==> src/rtl/core/lts_pkg.sv <==
// shared types and constants for the lit texture block shader
package lts_pkg;

  localparam int SHADE_LEVELS = 64;
  localparam int TABLE_DEPTH  = SHADE_LEVELS * 256;
  localparam int TABLE_AW     = $clog2(TABLE_DEPTH);
  localparam int LEVEL_W      = $clog2(SHADE_LEVELS);
  localparam int LIGHT_W      = 18;
  localparam int CORNER_W     = 14;
  localparam int OFIFO_DEPTH  = 4;
  localparam int OFIFO_AW     = $clog2(OFIFO_DEPTH);

  localparam logic [1:0] FUNC_WRITE = 2'd0;
  localparam logic [1:0] FUNC_BLOCK = 2'd1;
  localparam logic [1:0] FUNC_TEXEL = 2'd2;

  typedef struct packed {
    logic [1:0]          func;
    logic [13:0]         table_addr;
    logic [7:0]          table_data;
    logic [CORNER_W-1:0] light_top_left;
    logic [CORNER_W-1:0] light_top_right;
    logic [CORNER_W-1:0] light_bottom_left;
    logic [CORNER_W-1:0] light_bottom_right;
    logic [7:0]          texel;
  } in_item_t;

  typedef struct packed {
    logic                wr_en;
    logic                rd_en;
    logic [TABLE_AW-1:0] addr;
    logic [7:0]          wr_data;
  } ram_req_t;

  typedef struct packed {
    logic valid;
    logic row_end;
    logic block_end;
  } rd_tag_t;

  typedef struct packed {
    logic [7:0] shaded_pixel;
    logic       row_end;
    logic       block_end;
  } out_item_t;

endpackage

==> src/rtl/core/lts_out_fifo.sv <==
// small result queue that decouples the table read from the output handshake
module lts_out_fifo
  import lts_pkg::*;
(
  input  logic              clk,
  input  logic              rst_n,
  input  logic              push,
  input  out_item_t         push_item,
  output logic              pop_valid,
  input  logic              pop_ready,
  output out_item_t         pop_item,
  output logic [OFIFO_AW:0] count
);

  out_item_t             entries [OFIFO_DEPTH];
  logic [OFIFO_AW-1:0]   wr_ptr_r, wr_ptr_nxt;
  logic [OFIFO_AW-1:0]   rd_ptr_r, rd_ptr_nxt;
  logic [OFIFO_AW:0]     cnt_r, cnt_nxt;
  logic                  pop;

  assign pop_valid = cnt_r != '0;
  assign pop       = pop_valid && pop_ready;
  assign pop_item  = entries[rd_ptr_r];
  assign count     = cnt_r;

  always_comb begin
    wr_ptr_nxt = push ? wr_ptr_r + 1'b1 : wr_ptr_r;
    rd_ptr_nxt = pop ? rd_ptr_r + 1'b1 : rd_ptr_r;
    cnt_nxt    = cnt_r + {{OFIFO_AW{1'b0}}, push} - {{OFIFO_AW{1'b0}}, pop};
  end

  always_ff @(posedge clk) begin
    if (push) begin
      entries[wr_ptr_r] <= push_item;
    end
  end

  always_ff @(posedge clk) begin
    if (!rst_n) begin
      wr_ptr_r <= '0;
      rd_ptr_r <= '0;
      cnt_r    <= '0;
    end else begin
      wr_ptr_r <= wr_ptr_nxt;
      rd_ptr_r <= rd_ptr_nxt;
      cnt_r    <= cnt_nxt;
    end
  end

endmodule

==> config.mk <==
export PLATFORM = sky130hd
export DESIGN_NAME = lts_out_fifo
export DESIGN_NICKNAME = d
export VERILOG_FILES = /design/src/rtl/core/lts_pkg.sv /design/src/rtl/core/lts_out_fifo.sv
export SDC_FILE = /design/constraint.sdc
export NUM_CORES = 1
export LEC_CHECK = 0
export BUFFER_PORTS_ARGS = -buffer_cell sky130_fd_sc_hd__buf_2
export CORE_ASPECT_RATIO = 1.2
export CORE_UTILIZATION = 50
export DETAILED_ROUTE_END_ITERATION = 6
export PLACE_DENSITY = 0.74
export SYNTH_ARGS = -nofsm -noshare
export SYNTH_HDL_FRONTEND = slang
export SYNTH_SLANG_ARGS = --single-unit
==> constraint.sdc <==
create_clock -name clk -period 1.9 [get_ports clk]
set_clock_uncertainty 0.1 [all_clocks]
set_input_delay 0.285 -clock clk [delete_from_list [all_inputs] [get_ports clk]]
set_output_delay 0.285 -clock clk [all_outputs]
set_load 0.02 [all_outputs]
## Yosys cells after proc, flatten, opt, wreduce, memory -nomap -nowiden

Memory sizes are Yosys's and may differ from the RTL's. A register that Yosys moved wholly into a read port is not among the register bits.
Index checks and enable logic that the tools add are counted.

- Register bits after elaboration: 7
- RAM bits: 40
- Input bits: 14
- Output and inout bits: 14
- Memories kept: 1

Memory list:

| memory | depth | bits a word | read ports | clocked after Yosys merged registers in | wr ports | line | source |
|---|---|---|---|---|---|---|---|
| entries | 4 | 10 | 1 | 1 | 1 | lts_out_fifo.sv:15 | `out_item_t entries [OFIFO_DEPTH];` |

- $add $sub $neg: 4
- Muxes and demuxes: 4
- Reduce and logical (&&, ||, !) cells: 2

Operators with widths:

| operator | count |
|---|---|
| $add A2 B1 Y2 const B | 2 |
| $mux W2 | 2 |
| $add A3 B1 Y3 | 1 |
| $reduce_bool A3 Y1 | 1 |
| $sub A3 B1 Y3 | 1 |
| $mux W1 | 2 |
| $logic_and A1 B1 Y1 | 1 |

## Logic depth before layout (Yosys ltp)

- Depth after elaboration: 4
- Depth in mapped cells: 7

## Least setup slack after synthesis

No wires, ideal clock.

- Path type: register to register
- Start: register cnt_r[1], in the netlist count[1]
- End: register cnt_r[2], in the netlist count[2]
- Setup time: 115 ps
- Arrival time: 1913 ps
- Required time: 1685 ps
- Slack: -228 ps
- Cell stages (with the launch flop): 8
- Buffers on the path: 0
- Period minus slack after synthesis: 2128 ps
- Cell sequence: dfxtp_1 -> o31a_1 -> ha_1 -> inv_1 -> ha_1 -> fa_1 -> xnor3_1 -> and2_1

- Word-level cells in the longest chain between the ends: 3
- Elaborated cells between the ends (all ways): 4

RTL lines:

| element | line | source |
|---|---|---|
| from (decl) | lts_out_fifo.sv:18 | `logic [OFIFO_AW:0] cnt_r, cnt_nxt;` |
| from (signal assigned) | lts_out_fifo.sv:46 | `cnt_r <= cnt_nxt;` |
| $reduce_bool A3 Y1 | lts_out_fifo.sv:21 | `assign pop_valid = cnt_r != '0;` |
| $logic_and A1 B1 Y1 | lts_out_fifo.sv:22 | `assign pop = pop_valid && pop_ready;` |
| via pop | lts_out_fifo.sv:19 | `logic pop;` |
| $sub A3 B1 Y3 | lts_out_fifo.sv:29 | `cnt_nxt = cnt_r + {{OFIFO_AW{1'b0}}, push} - {{OFIFO_AW{1'b0}}, pop};` |

The timed path passes the listed nets, and every way through them passes these cells.
A chain may end at the register's enable or synchronous reset.

## Worst setup path after layout

Ends and elaborated chain as after synthesis.

==> run metrics <==
CTS Buf Count 5; Crit path buffers/inverters 1; global route overflow 0; DR vias around 950; initial antenna violation count 0; Ports 28; Antenna Violating Nets Remaining 0; die height 69.74 um; NumNets Final 158; HP Class in2reg; largest family of logic cells by synthesized area multiplexers; first drt pass iteration count 4; peak supply drop 0.0005638 V; Post-Synth Adder-Cell Area 4.974%; leak pwr around 0.87 nW; Syn Inst Count 96; Final Max Tran Viols 0; number of synthesized flops with an enable pin 40; Layout Area Growth over Synthesis 21.66%; xor-xnor portion of the synthesized cell area between 1.5 and 2%; ANT cells 0; nature of the critical path startpoint flop; cell area after layout 2326 um^2; Least-Margin Pin Slew 0.5469 ns; WS Path Type reg2reg; crit-path leading delay family adder cells; PortBufs 27; # hold bufs at CTS 0; CTS H-tree depth 2; Core Region 3633 um^2; CTS sink count 49; setup ws final -0.07069 ns; Compound-Gate Fraction of Synth Area 0.9162%; synthesis-stage register bit count 49; fmax a little over 0.5 GHz; Final Hold Viols 0; Max-cap violations 0; largest net degree at the start of global routing 16; Clock Latency Late Sink 0.30 ns; critical path peak fanout 2; non-filler instance count after layout 190; syn nets 117; register area share after synthesis 72.25%; RSZ-0062 raised after global routing true; Hold WS 0.1021 ns; Async S/R FF share, synth 0%; Worst Path Required 1.99 ns; first-pass GRT wire length 4.926 mm; largest incremental delay on the critical path 0.33 ns; maximum clock path buffer count 2; Critical Path End Type flop; failing checks negative setup slack; Initial Util 52.62%; DR WL/cell 16.16 um; num rows 24; PD cells between 1000 and 1500 nW/um^2; CP max-delay cell dfxtp_2; Syn Area/Cell around 20 um^2; die width 58.45 um; CP Cell Sequence o31a_1 > ha_1 > inv_1 > ha_2 > fa_2 > xnor3_1 > and2_1; Post-DP HPWL 2.095 mm; post-layout min period 1.971 ns; commonest register cell after synthesis edfxtp_1; dpl ws -0.1012 ns; CTS tree done; Cells after DPL 179; Arr. time, crit path 2.06 ns; vias per inst 4.974; Tcrit/Tclk final 103.7%; CTS root buf clkbuf_8; GPL Wtd Cong 0.7731; drt drc 0; Routed WL just over 3 mm; Synth cell types 18; Core Util, Final 64.02%; number of DRC markers in iteration 0 27; # setup viols final 2; synth warn 0; Post-Syn Area 1912 um^2; area of the die 4076 um^2; post-synthesis mux area share ~14%; status finished with violations; Cell Area, Placed 2151 um^2; vias in the first global route between 1000 and 1500; simple-gate portion of the synthesized area 4.319%; Total GRT Usage between 10% and 20%; Clk pin slew, worst setup/hold paths around 0.090 ns; normalized max-slew margin 63.54%; share of cells above drive strength 1 43.48%
## metal layers
metal / track usage (%) / share of wire, %
met3: 4.851 / 3.5
met5: 0 / 0
met1: 19.32 / 39
met4: 7.937 / 1.8
met2: 29.50 / 55
## cell type report
class | instances | area [um^2]
clock buffer | 5 | 68.82
inverter | 6 | 22.52
fill | 259 | 1308
multi-input combinational | 39 | 496.7
sequential | 49 | 1391
timing repair buffer | 36 | 264.0
clock inverter | 3 | 17.52
tap | 52 | 65.06
## synthesized netlist by cell type, types with 2 or more instances
cell,number,share of area (%)
and2_1,8,2.6
mux2i_1,4,2.1
ha_1,6,3.9
inv_1,6,1.2
nand2_1,2,0.39
mux4_2,10,12
dfxtp_1,9,9.4
nand2b_1,2,0.65
edfxtp_1,40,63
## registers in the layout, indices dropped and copies added, names as in the netlist, named ones only
register and count:
count 3, rd_ptr_r 2, entries 40, wr_ptr_r 2
## cell families after synthesis
logic type,after synthesis
AO/OA/AOI/OAI,2
buffers and inverters,8
AND/OR/NAND/NOR,14
XOR/XNOR,2
flip-flops,49
adder cells (fa/ha/maj),7
multiplexers,14
## placed cells by master (no fill, tap or decap)
| cell type | netlist | layout |
|---|---|---|
| edfxtp_1 | 40 | 40 |
| buf_2 | 0 | 22 |
| mux4_2 | 10 | 10 |
| and2_1 | 8 | 8 |
| buf_4 | 0 | 7 |
| inv_1 | 6 | 6 |
| ha_1 | 6 | 5 |
| dfxtp_1 | 9 | 5 |
| clkbuf_8 | 0 | 5 |
| buf_6 | 1 | 5 |
| mux2i_1 | 4 | 4 |
| nand2_1 | 2 | 2 |
| nand2b_1 | 2 | 2 |
| dfxtp_4 | 0 | 2 |
| clkinv_2 | 0 | 2 |
| dfxtp_2 | 0 | 2 |
| o31a_1 | 1 | 1 |
| or3_1 | 1 | 1 |
| xor2_1 | 1 | 1 |
| o311ai_1 | 1 | 1 |
| nor2b_1 | 1 | 1 |
| xnor3_1 | 1 | 1 |
| fa_2 | 0 | 1 |
| ha_2 | 0 | 1 |
| clkinvlp_4 | 0 | 1 |
| clkbuf_16 | 0 | 1 |
| buf_12 | 0 | 1 |
## repair_timing
item                                    in CTS  in global routing
endpoints found under the setup margin      12                  9
cloned                                       0                  1
resized for setup                            5                 11
setup buffers                                1                  1
pin swaps                                    2                  0
## worst paths after layout
path                                          startpoint                  endpoint  slack, ns  cells after the start
worst min-delay path                        push_item[8]   entries[3][8]$_DFFE_PP_       0.10                      1
worst max-delay path                 count[1]$_SDFF_PN0_       count[2]$_SDFF_PN0_      -0.07                      7
worst max register to register       count[1]$_SDFF_PN0_       count[2]$_SDFF_PN0_      -0.07                      7
worst min register to register  rd_ptr_r[1]$_SDFFE_PN0P_  rd_ptr_r[1]$_SDFFE_PN0P_       0.39                      2
## through the flow
| stage | power (mW) | TNS [ns] |
|---|---|---|
| after floorplan | 1.863 | -0.1844 |
| after global placement | 2.072 | -0.04147 |
| after detailed placement | 2.117 | -0.1429 |
| after CTS | 2.733 | -0.07214 |
| after global routing | 2.960 | -0.2919 |
| final | 2.802 | -0.07210 |
## where the power goes
part           switching (mW)  leakage (nW)  total (mW)  internal, mW
sequential             0.0523         0.443        1.32          1.27
combinational           0.415         0.379       0.900         0.485
clock                   0.328        0.0439       0.582         0.254
(Power assumes the default switching activity.)
