### src/rtl/core/lts_pkg.sv
// shared types and constants for the lit texture block shader
package lts_pkg;

  localparam int SHADE_LEVELS = 64;
  localparam int TABLE_DEPTH  = SHADE_LEVELS * 256;
  localparam int TABLE_AW     = $clog2(TABLE_DEPTH);
  localparam int LEVEL_W      = $clog2(SHADE_LEVELS);
  localparam int LIGHT_W      = 18;
  localparam int CORNER_W     = 14;
  localparam int OFIFO_DEPTH  = 4;
  localparam int OFIFO_AW     = $clog2(OFIFO_DEPTH);

  localparam logic [1:0] FUNC_WRITE = 2'd0;
  localparam logic [1:0] FUNC_BLOCK = 2'd1;
  localparam logic [1:0] FUNC_TEXEL = 2'd2;

  typedef struct packed {
    logic [1:0]          func;
    logic [13:0]         table_addr;
    logic [7:0]          table_data;
    logic [CORNER_W-1:0] light_top_left;
    logic [CORNER_W-1:0] light_top_right;
    logic [CORNER_W-1:0] light_bottom_left;
    logic [CORNER_W-1:0] light_bottom_right;
    logic [7:0]          texel;
  } in_item_t;

  typedef struct packed {
    logic                wr_en;
    logic                rd_en;
    logic [TABLE_AW-1:0] addr;
    logic [7:0]          wr_data;
  } ram_req_t;

  typedef struct packed {
    logic valid;
    logic row_end;
    logic block_end;
  } rd_tag_t;

  typedef struct packed {
    logic [7:0] shaded_pixel;
    logic       row_end;
    logic       block_end;
  } out_item_t;

endpackage

### src/rtl/core/lts_light_ctrl.sv
// light interpolation state, row/column counters and table request generation
module lts_light_ctrl
  import lts_pkg::*;
(
  input  logic     clk,
  input  logic     rst_n,
  input  logic     accept,
  input  in_item_t item,
  input  logic [1:0] mip,
  output ram_req_t req,
  output rd_tag_t  tag
);

  logic [LIGHT_W-1:0] edge_left_r, edge_left_nxt;
  logic [LIGHT_W-1:0] edge_right_r, edge_right_nxt;
  logic [LIGHT_W-1:0] el_step_r, el_step_nxt;
  logic [LIGHT_W-1:0] er_step_r, er_step_nxt;
  logic [LIGHT_W-1:0] light_r, light_nxt;
  logic [LIGHT_W-1:0] light_step_r, light_step_nxt;
  logic [3:0]         col_r, col_nxt;
  logic [3:0]         row_r, row_nxt;
  rd_tag_t            tag_r, tag_nxt;

  logic [2:0]           sh;
  logic [3:0]           last;
  logic signed [LIGHT_W:0] row_diff, row_sh;
  logic signed [CORNER_W:0] dl, dr, dt, dl_sh, dr_sh, dt_sh;
  logic [7:0]           lvl, lvl_sat;
  logic                 rend, bend;

  assign sh   = 3'd4 - {1'b0, mip};
  assign last = 4'd15 >> mip;

  // per-texel step from the current edges
  assign row_diff = {edge_right_r[LIGHT_W-1], edge_right_r}
                  - {edge_left_r[LIGHT_W-1], edge_left_r};
  assign row_sh   = row_diff >>> sh;

  // corner differences for a block start
  assign dl    = {1'b0, item.light_bottom_left} - {1'b0, item.light_top_left};
  assign dr    = {1'b0, item.light_bottom_right} - {1'b0, item.light_top_right};
  assign dt    = {1'b0, item.light_top_right} - {1'b0, item.light_top_left};
  assign dl_sh = dl >>> sh;
  assign dr_sh = dr >>> sh;
  assign dt_sh = dt >>> sh;

  // light level saturates at the top shade level
  assign lvl     = light_r[15:8];
  assign lvl_sat = (lvl > 8'(SHADE_LEVELS - 1)) ? 8'(SHADE_LEVELS - 1) : lvl;

  assign rend = col_r >= last;
  assign bend = rend && (row_r >= last);

  always_comb begin
    edge_left_nxt  = edge_left_r;
    edge_right_nxt = edge_right_r;
    el_step_nxt    = el_step_r;
    er_step_nxt    = er_step_r;
    light_nxt      = light_r;
    light_step_nxt = light_step_r;
    col_nxt        = col_r;
    row_nxt        = row_r;
    tag_nxt        = '0;
    req            = '0;
    if (accept) begin
      case (item.func)
        FUNC_WRITE: begin
          req.wr_en   = {18'd0, item.table_addr} < TABLE_DEPTH;
          req.addr    = TABLE_AW'(item.table_addr);
          req.wr_data = item.table_data;
        end
        FUNC_BLOCK: begin
          el_step_nxt    = {{(LIGHT_W-CORNER_W-1){dl_sh[CORNER_W]}}, dl_sh};
          er_step_nxt    = {{(LIGHT_W-CORNER_W-1){dr_sh[CORNER_W]}}, dr_sh};
          light_step_nxt = {{(LIGHT_W-CORNER_W-1){dt_sh[CORNER_W]}}, dt_sh};
          light_nxt      = LIGHT_W'(item.light_top_left);
          edge_left_nxt  = LIGHT_W'(item.light_top_left)
                         + {{(LIGHT_W-CORNER_W-1){dl_sh[CORNER_W]}}, dl_sh};
          edge_right_nxt = LIGHT_W'(item.light_top_right)
                         + {{(LIGHT_W-CORNER_W-1){dr_sh[CORNER_W]}}, dr_sh};
          col_nxt        = '0;
          row_nxt        = '0;
        end
        FUNC_TEXEL: begin
          req.rd_en         = 1'b1;
          req.addr          = {lvl_sat[LEVEL_W-1:0], item.texel};
          tag_nxt.valid     = 1'b1;
          tag_nxt.row_end   = rend;
          tag_nxt.block_end = bend;
          if (rend) begin
            col_nxt        = '0;
            row_nxt        = bend ? 4'd0 : row_r + 4'd1;
            light_step_nxt = row_sh[LIGHT_W-1:0];
            light_nxt      = edge_left_r;
            edge_left_nxt  = edge_left_r + el_step_r;
            edge_right_nxt = edge_right_r + er_step_r;
          end else begin
            col_nxt   = col_r + 4'd1;
            light_nxt = light_r + light_step_r;
          end
        end
        default: begin
        end
      endcase
    end
  end

  always_ff @(posedge clk) begin
    if (!rst_n) begin
      edge_left_r  <= '0;
      edge_right_r <= '0;
      el_step_r    <= '0;
      er_step_r    <= '0;
      light_r      <= '0;
      light_step_r <= '0;
      col_r        <= '0;
      row_r        <= '0;
      tag_r        <= '0;
    end else begin
      edge_left_r  <= edge_left_nxt;
      edge_right_r <= edge_right_nxt;
      el_step_r    <= el_step_nxt;
      er_step_r    <= er_step_nxt;
      light_r      <= light_nxt;
      light_step_r <= light_step_nxt;
      col_r        <= col_nxt;
      row_r        <= row_nxt;
      tag_r        <= tag_nxt;
    end
  end

  assign tag = tag_r;

endmodule

### config.mk
export PLATFORM = sky130hd
export DESIGN_NAME = lts_light_ctrl
export DESIGN_NICKNAME = d
export VERILOG_FILES = /design/src/rtl/core/lts_pkg.sv /design/src/rtl/core/lts_light_ctrl.sv
export SDC_FILE = /design/constraint.sdc
export NUM_CORES = 1
export LEC_CHECK = 0
export ABC_AREA = 1
export BUFFER_PORTS_ARGS = -buffer_cell sky130_fd_sc_hd__clkbuf_2
export CAP_MARGIN = 5
export CELL_PAD_IN_SITES_DETAIL_PLACEMENT = 2
export CELL_PAD_IN_SITES_GLOBAL_PLACEMENT = 2
export CORE_MARGIN = 2
export CORE_UTILIZATION = 33
export CTS_CLUSTER_SIZE = 28
export DETAILED_ROUTE_END_ITERATION = 7
export PLACE_DENSITY = 0.94
export SYNTH_ARGS = -nofsm -noshare
export SYNTH_HDL_FRONTEND = slang
export SYNTH_SLANG_ARGS = --single-unit
export TNS_END_PERCENT = 30
### constraint.sdc
create_clock -name clk -period 4.2 [get_ports clk]
set_input_delay 0.63 -clock clk [delete_from_list [all_inputs] [get_ports clk]]
set_output_delay 0.63 -clock clk [all_outputs]
set_load 0.01 [all_outputs]
=== Yosys cells after proc, flatten, opt, wreduce, memory -nomap -nowiden ===
Cells that the tools add are included.

* Logic and storage cells: 62
* Input bits: 93
* Bits in registers: 113
* Output and inout bits: 27

* Multiplexer cells: 20
* Add/sub/neg operators: 12
* Reduce and logical (&&, ||, !) cells: 8
* Magnitude comparators: 3
* Eq/ne operators: 3
* Shift operators: 5

{| class="wikitable"
|+ Operator list
! operator !! count
|-
| case mux 18 bit (2 select lines) || 4
|-
| 2-to-1 mux 18 bit || 4
|-
| adder 18 bit || 3
|-
| >>> shifter 15 x 3 -> 15 bit || 3
|-
| subtractor 14 x 14 -> 15 bit || 3
|-
| adder 15 x 15 -> 16 bit || 2
|-
| case mux 14 bit (2 select lines) || 1
|-
| 2-to-1 mux 24 bit || 1
|-
| >>> shifter 19 x 3 -> 18 bit || 1
|-
| subtractor 18 x 18 -> 19 bit || 1
|-
| case mux 4 bit (2 select lines) || 2
|-
| 2-to-1 mux 4 bit || 3
|-
| adder 4 x 1 -> 4 bit (second input constant) || 2
|-
| greater-or-equal comparator 4 bit || 2
|-
| > comparator 8 x 6 -> 1 bit (second input constant) || 1
|-
| 2-to-1 mux 8 bit || 1
|-
| 2-to-1 mux 6 bit || 1
|-
| AND reduction 2 bit || 3
|-
| AND reduction 3 bit || 2
|-
| right shift 4 x 2 -> 4 bit (first input constant) || 1
|-
| 2-to-1 mux 3 bit || 1
|-
| subtractor 3 x 2 -> 3 bit (first input constant) || 1
|-
| equality test 2 x 1 -> 1 bit (second input constant) || 1
|-
| equality test 2 bit (second input constant) || 1
|-
| other kinds (5) || 6
|}

=== Longest topological paths before layout ===
* Depth after elaboration: 6
* Depth in mapped cells: 31
* Mapped depth without buffers: 31

=== Worst setup path after synthesis ===
Ideal clock, no wire load.

* Path kind: input-to-reg
* Start: in item[22] (netlist name)
* End: reg edge_left_r[10]
* Path slack: 0.401 ns
* Arrival time: 3.690 ns
* Stages on the path: 30
* Setup time: 0.109 ns
* Buffers on the path: 0
* Required time: 4.091 ns
* Cell sequence: inv_1 -> ha_1 -> inv_1 -> fa_1 -> nand2_2 -> a21oi_4 -> nand3_1 -> nand2_2 -> xor2_1 -> nand2_1 -> nand3_1 -> o211ai_1 -> nand2_1 -> ha_1 -> inv_1 -> fa_1 -> inv_1 -> nand3_1 -> nand2_1 -> nand2_1 -> nand2_1 -> a21oi_1 -> o21ai_0 -> nand2_1 -> nand2_1 -> nand2_1 -> nand3_1 -> nand3_1 -> nand2_1 -> inv_1

* Cells in the longest elaborated chain, start to end: 4

{| class="wikitable"
|+ RTL lines
! what !! line !! source
|-
| start, declared || lts_light_ctrl.sv:8 || <nowiki>input in_item_t item,</nowiki>
|-
| subtractor 14 x 14 -> 15 bit || lts_light_ctrl.sv:40 || <nowiki>assign dl = {1'b0, item.light_bottom_left} - {1'b0, item.light_top_left};</nowiki>
|-
| >>> shifter 15 x 3 -> 15 bit || lts_light_ctrl.sv:43 || <nowiki>assign dl_sh = dl >>> sh;</nowiki>
|-
| named net dl_sh[0] || lts_light_ctrl.sv:27 || <nowiki>logic signed [CORNER_W:0] dl, dr, dt, dl_sh, dr_sh, dt_sh;</nowiki>
|-
| adder 15 x 15 -> 16 bit || lts_light_ctrl.sv:78 || <nowiki>+ {{(LIGHT_W-CORNER_W-1){dl_sh[CORNER_W]}}, dl_sh};</nowiki>
|-
| case mux 18 bit (2 select lines) || lts_light_ctrl.sv:66 || <nowiki>case (item.func)</nowiki>
|-
| end signal, assigned || lts_light_ctrl.sv:120 || <nowiki>edge_left_r <= edge_left_nxt;</nowiki>
|-
| end, declared || lts_light_ctrl.sv:14 || <nowiki>logic [LIGHT_W-1:0] edge_left_r, edge_left_nxt;</nowiki>
|}

The timed path passes the listed nets, and every way through them passes these cells.
A chain may end at the register's enable or synchronous reset.

=== Worst setup path after layout ===
* Start: in item[22] (netlist name)
* End: reg edge_left_r[11]

The elaborated chain is that of the path after synthesis.

==> qor_table.md <==
| Group | Result | Reported |
|:---|:---|:---|
| run status | Result of the run | complete, but fails checks |
| floorplanning | Die Y | 213 um |
| run status | Violations in the final reports | setup timing |
| setup path | Nature of the critical path endpoint | flip-flop |
| synth | Post-synth top flop | dfxtp_1 |
| final layout | Share of the core filled with cells in the final layout | 39.0% |
| sta | Slew at the pin with the worst max-slew slack | 0.831 ns |
| final layout | Area growth from synthesis to layout | 16.4% |
| setup path | Worst setup endpoint | edge_left_r[11]$_SDFFE_PN0P_ |
| routing | Drt initial violations | 1912 |
| cts | Clock Root Buffer | clkbuf_16 |
| synth | Syn Nets | 2729 |
| setup path | Worst R2R Start | edge_left_r[0]$_SDFFE_PN0P_ |
| floorplanning | Ports | 120 |
| floorplanning | Area of the die | 45500 um2 |
| sta | Maximum clock frequency | 0.227 GHz |
| synth | Warnings from Yosys | 0 |
| routing | Total length of routed wires | 92.3 mm |
| floorplanning | Number of cell rows | 76 |
| synth | Library cell with the highest instance count after synthesis | nand2_1 |
| sta | Final setup slack of the worst path | -0.215 ns |
| sta | Shortest clock period the worst path allows after layout | 4.41 ns |
| routing | Overall via count from detail_route | 20.1k |
| global route | Routing usage on met3 | 5.62% |
| cts | Clock buffers created by TritonCTS | 9 |
| sta | Post-route clock period utilization | 105% |
| placed design | I/O Buffers | 119 |
| power and ir drop | Peak VDD IR | 0.000216 V |
| routing | Residual DRC | 0 |
| setup path | Register-to-Register Path Depth | 15 |
| sta | Total Neg Setup Slack | -1.71 ns |
| sta | Hold violation count in the final report | 0 |
| flow run | Number of max-capacitance violations reported | 0 |
| setup path | Cell mode on critical path | nand3_1 |
| routing | Vias per inst | 6.23 |
| synth | Top cells by area in the synthesized netlist | nand2_1 16%, dfxtp_1 15%, ha_1 13% |
| global route | Global-route layer with the greatest usage | met2 |
| sta | Final-report max-slew violation count | 0 |
| setup path | Arrival time worst endpoint | 4.78 ns |
| hold path | Worst Hold Class | reg2reg |
| cts | Number of levels in the clock H-tree | 3 |
| synth | Fraction of registers with async set/reset | 0% |
| placed design | Placed cell areas | 16300 um2 |
| cts | Buffer depth of the longest clock path | 2 |
| sta | Worst max-slew margin expressed relative to the limit | 44.6% |
| setup path | Worst reg2reg path endpoint | edge_left_r[10]$_SDFFE_PN0P_ |
| routing | Final routed wire length divided by cell count | 28.6 um |
| global route | Antenna violations before repair | 2 |
| final layout | Layout Cells excl Fill | 3228 |
| cts | TritonCTS clock tree | done |
| power and ir drop | Power density over the cells | 336 nW/um2 |
| setup path | Max FO, Critical Path | 5 |
| cts | Worst skew pair latency | 0.43 ns |
| final layout | Layout Cell Area excl Fill | 16800 um2 |
| final layout | Number of nets in the final layout | 2892 |
| setup path | Delay of the slowest critical-path stage | 0.40 ns |
| synth | Synthesized area per cell | 5.84 um2 |
| cts | Post-CTS Hold Fix Bufs | 0 |
| synth | Mapped cell area | 14400 um2 |
| floorplanning | Die width | 213 um |
| synth | Number of synthesized flops with an enable pin | 0 |
| synth | Ranking of synthesized cells by instance count | 605 x nand2_1, 370 x nand3_1, 318 x inv_1 |
| global route | Overflow left after global routing | 0 |
| sta | Unrepaired setup endpoints after global routing | yes |
| sta | Total of endpoints with negative setup slack in the final report | 16 |
| routing | Total iterations of the first detailed-routing run | 6 |
| synth | Post-synthesis sequential element count | 109 |
| synth | Cell type with the largest total area after synthesis | nand2_1 |
| global route | Largest net degree at the start of global routing | 85 |
| cts | Clk sinks | 109 |
| sta | Post-Route Skew | 0.0226 ns |
| routing | Remaining number of nets flagged by the antenna check after routing | 0 |
| global route | Met1 Resource Use GR | 44.2% |
| floorplanning | Core ar. | 43200 um2 |
| global route | First-pass GRT wire length | 120 mm |
| placed design | Count of placed standard cells including taps | 3208 |
| setup path | Critical path required time | 4.56 ns |
| synth | Synthesized netlist cell count | 2475 |
| final layout | Diodes inserted | 0 |
| setup path | Crit path launch | item[22] |
| sta | Worst-case hold slack | 0.532 ns |
| setup path | Register-to-Register Setup Slack | 0.79 ns |
| global route | GR met2 Demand/Resource | 58.1% |
| floorplanning | Starting Density | 33.5% |
| setup path | Startpoint type of the worst setup path | input pin |
| synth | Sequential fraction of the synthesis area | 15.1% |
| cts | Post-CTS clock slew at the launch and capture registers of the worst setup and hold paths | 0.09 ns |
| global route | Overall routing resource usage | 34.5% |
| global route | Via count of the first global-routing pass | 20.0k |
| power and ir drop | Leakage power | 9.05 nW |
| placed design | Weighted congestion at the end of routability-driven global placement | 0.967 |
| placed design | HPWL Detailed | 64.5 mm |
| setup path | Critical Setup Path Class | in2reg |
| synth | Fraction of synthesized cell area taken by the top area cell type | 15.7% |
| setup path | Slowest-stage cell, CP | fa_2 |
| synth | Unique cell type count in the Yosys netlist | 47 |
| final layout | Proportion of layout cells with a drive suffix above 1 | 12.9% |
## worst max-delay path, delay by kind of cell
kind	cells	cell delay, ns
adders and majority gates	3	0.90
xor gates and xnor gates	1	0.21
AOI/OAI and AO/OA	5	0.72
and+or+nand+nor	11	1.58
buffers and inverters	6	0.72
## placed cells by master (no fill, tap or decap), types with 5 or more instances in the layout
cell,Yosys,layout
nand2_1,605,596
nand3_1,370,368
inv_1,318,314
a21oi_1,215,208
nor2_1,196,194
ha_1,152,139
o21ai_0,142,130
clkbuf_2,0,119
buf_4,0,118
dfxtp_1,109,109
o21ai_1,18,28
o211ai_1,27,27
xor2_1,28,26
nand4_1,24,24
xnor2_1,23,23
nand2_2,12,21
nor3_1,22,21
a21o_1,14,14
nand3b_1,13,13
a21oi_2,5,11
inv_2,6,10
clkbuf_16,0,9
nand3_2,6,8
a22o_1,8,8
a31oi_1,7,7
ha_4,0,7
o21bai_1,6,6
a21boi_0,8,6
o21ai_2,4,6
fa_1,9,6
ha_2,0,6
and2_1,5,5
## metal layers
metal	share of wire [%]	up-vias
li1	-	8547
met1	40	10100
met2	46	1094
met3	8.3	337
met4	5.5	2
met5	0.014	-
## final cells by class
| cell class | instances | area (um2) |
|---|---|---|
| Clock buffer | 9 | 225 |
| Clock inverter | 7 | 72.6 |
| Fill cell | 5402 | 26400 |
| Inverter | 326 | 1220 |
| Multi-Input combinational cell | 1954 | 10900 |
| Sequential cell | 109 | 2180 |
| Tap cell | 585 | 732 |
| Timing Repair Buffer | 238 | 1500 |
## per-stage QoR
stage               power (W)  setup WS [ns]
floorplan             0.00306          0.401
global placement      0.00391       -0.00118
detailed placement    0.00423         -0.625
CTS                   0.00520         0.0272
global route          0.00588         -0.319
finish                0.00565         -0.215
## power by group
part           internal [W]  switching (W)  total, W
Sequential          0.00110      0.0000967   0.00120
Clock              0.000420       0.000561  0.000981
Combinational       0.00109        0.00238   0.00347
## flip-flops by register name (all words and copies together), names as in the netlist
| register | cells |
|---|---|
| col_r | 4 |
| edge_left_r | 18 |
| edge_right_r | 18 |
| el_step_r | 15 |
| er_step_r | 15 |
| light_r | 16 |
| light_step_r | 16 |
| row_r | 4 |
| tag | 3 |
## cell families (layout without fill, tap and decap cells)
kind of cell             count (synthesis)  in the layout  synth area share (%)
AND/OR/NAND/NOR                       1264           1264                  37.7
multiplexers                             2              2                 0.139
XOR/XNOR                                51             51                  3.09
AO/OA/AOI/OAI                          476            476                  18.5
flip-flops                             109            109                  15.1
buffers and inverters                  412            580                  11.1
adder cells (fa/ha/maj)                161            161                  14.4
## what timing repair did
item | 4_1_cts | 5_1_grt
endpoints found under the setup margin | 5 | 23
pin swaps | 3 | 10
gates resized for setup | 10 | 51
buffers inserted | 0 | 4
## worst min-delay path by stage
stage / startpoint / endpoint / slack (ns) / depth (start not counted)
floorplan: row_r[3]$_SDFFE_PN0P_ / row_r[3]$_SDFFE_PN0P_ / 0.43 / 1
global placement: row_r[3]$_SDFFE_PN0P_ / row_r[3]$_SDFFE_PN0P_ / 0.45 / 1
detailed placement: light_step_r[0]$_SDFFE_PN0P_ / light_step_r[0]$_SDFFE_PN0P_ / 0.48 / 2
CTS: light_step_r[0]$_SDFFE_PN0P_ / light_step_r[0]$_SDFFE_PN0P_ / 0.50 / 2
global route: light_step_r[0]$_SDFFE_PN0P_ / light_step_r[0]$_SDFFE_PN0P_ / 0.56 / 2
finish: light_step_r[0]$_SDFFE_PN0P_ / light_step_r[0]$_SDFFE_PN0P_ / 0.53 / 2
(Power assumes the default switching activity.)
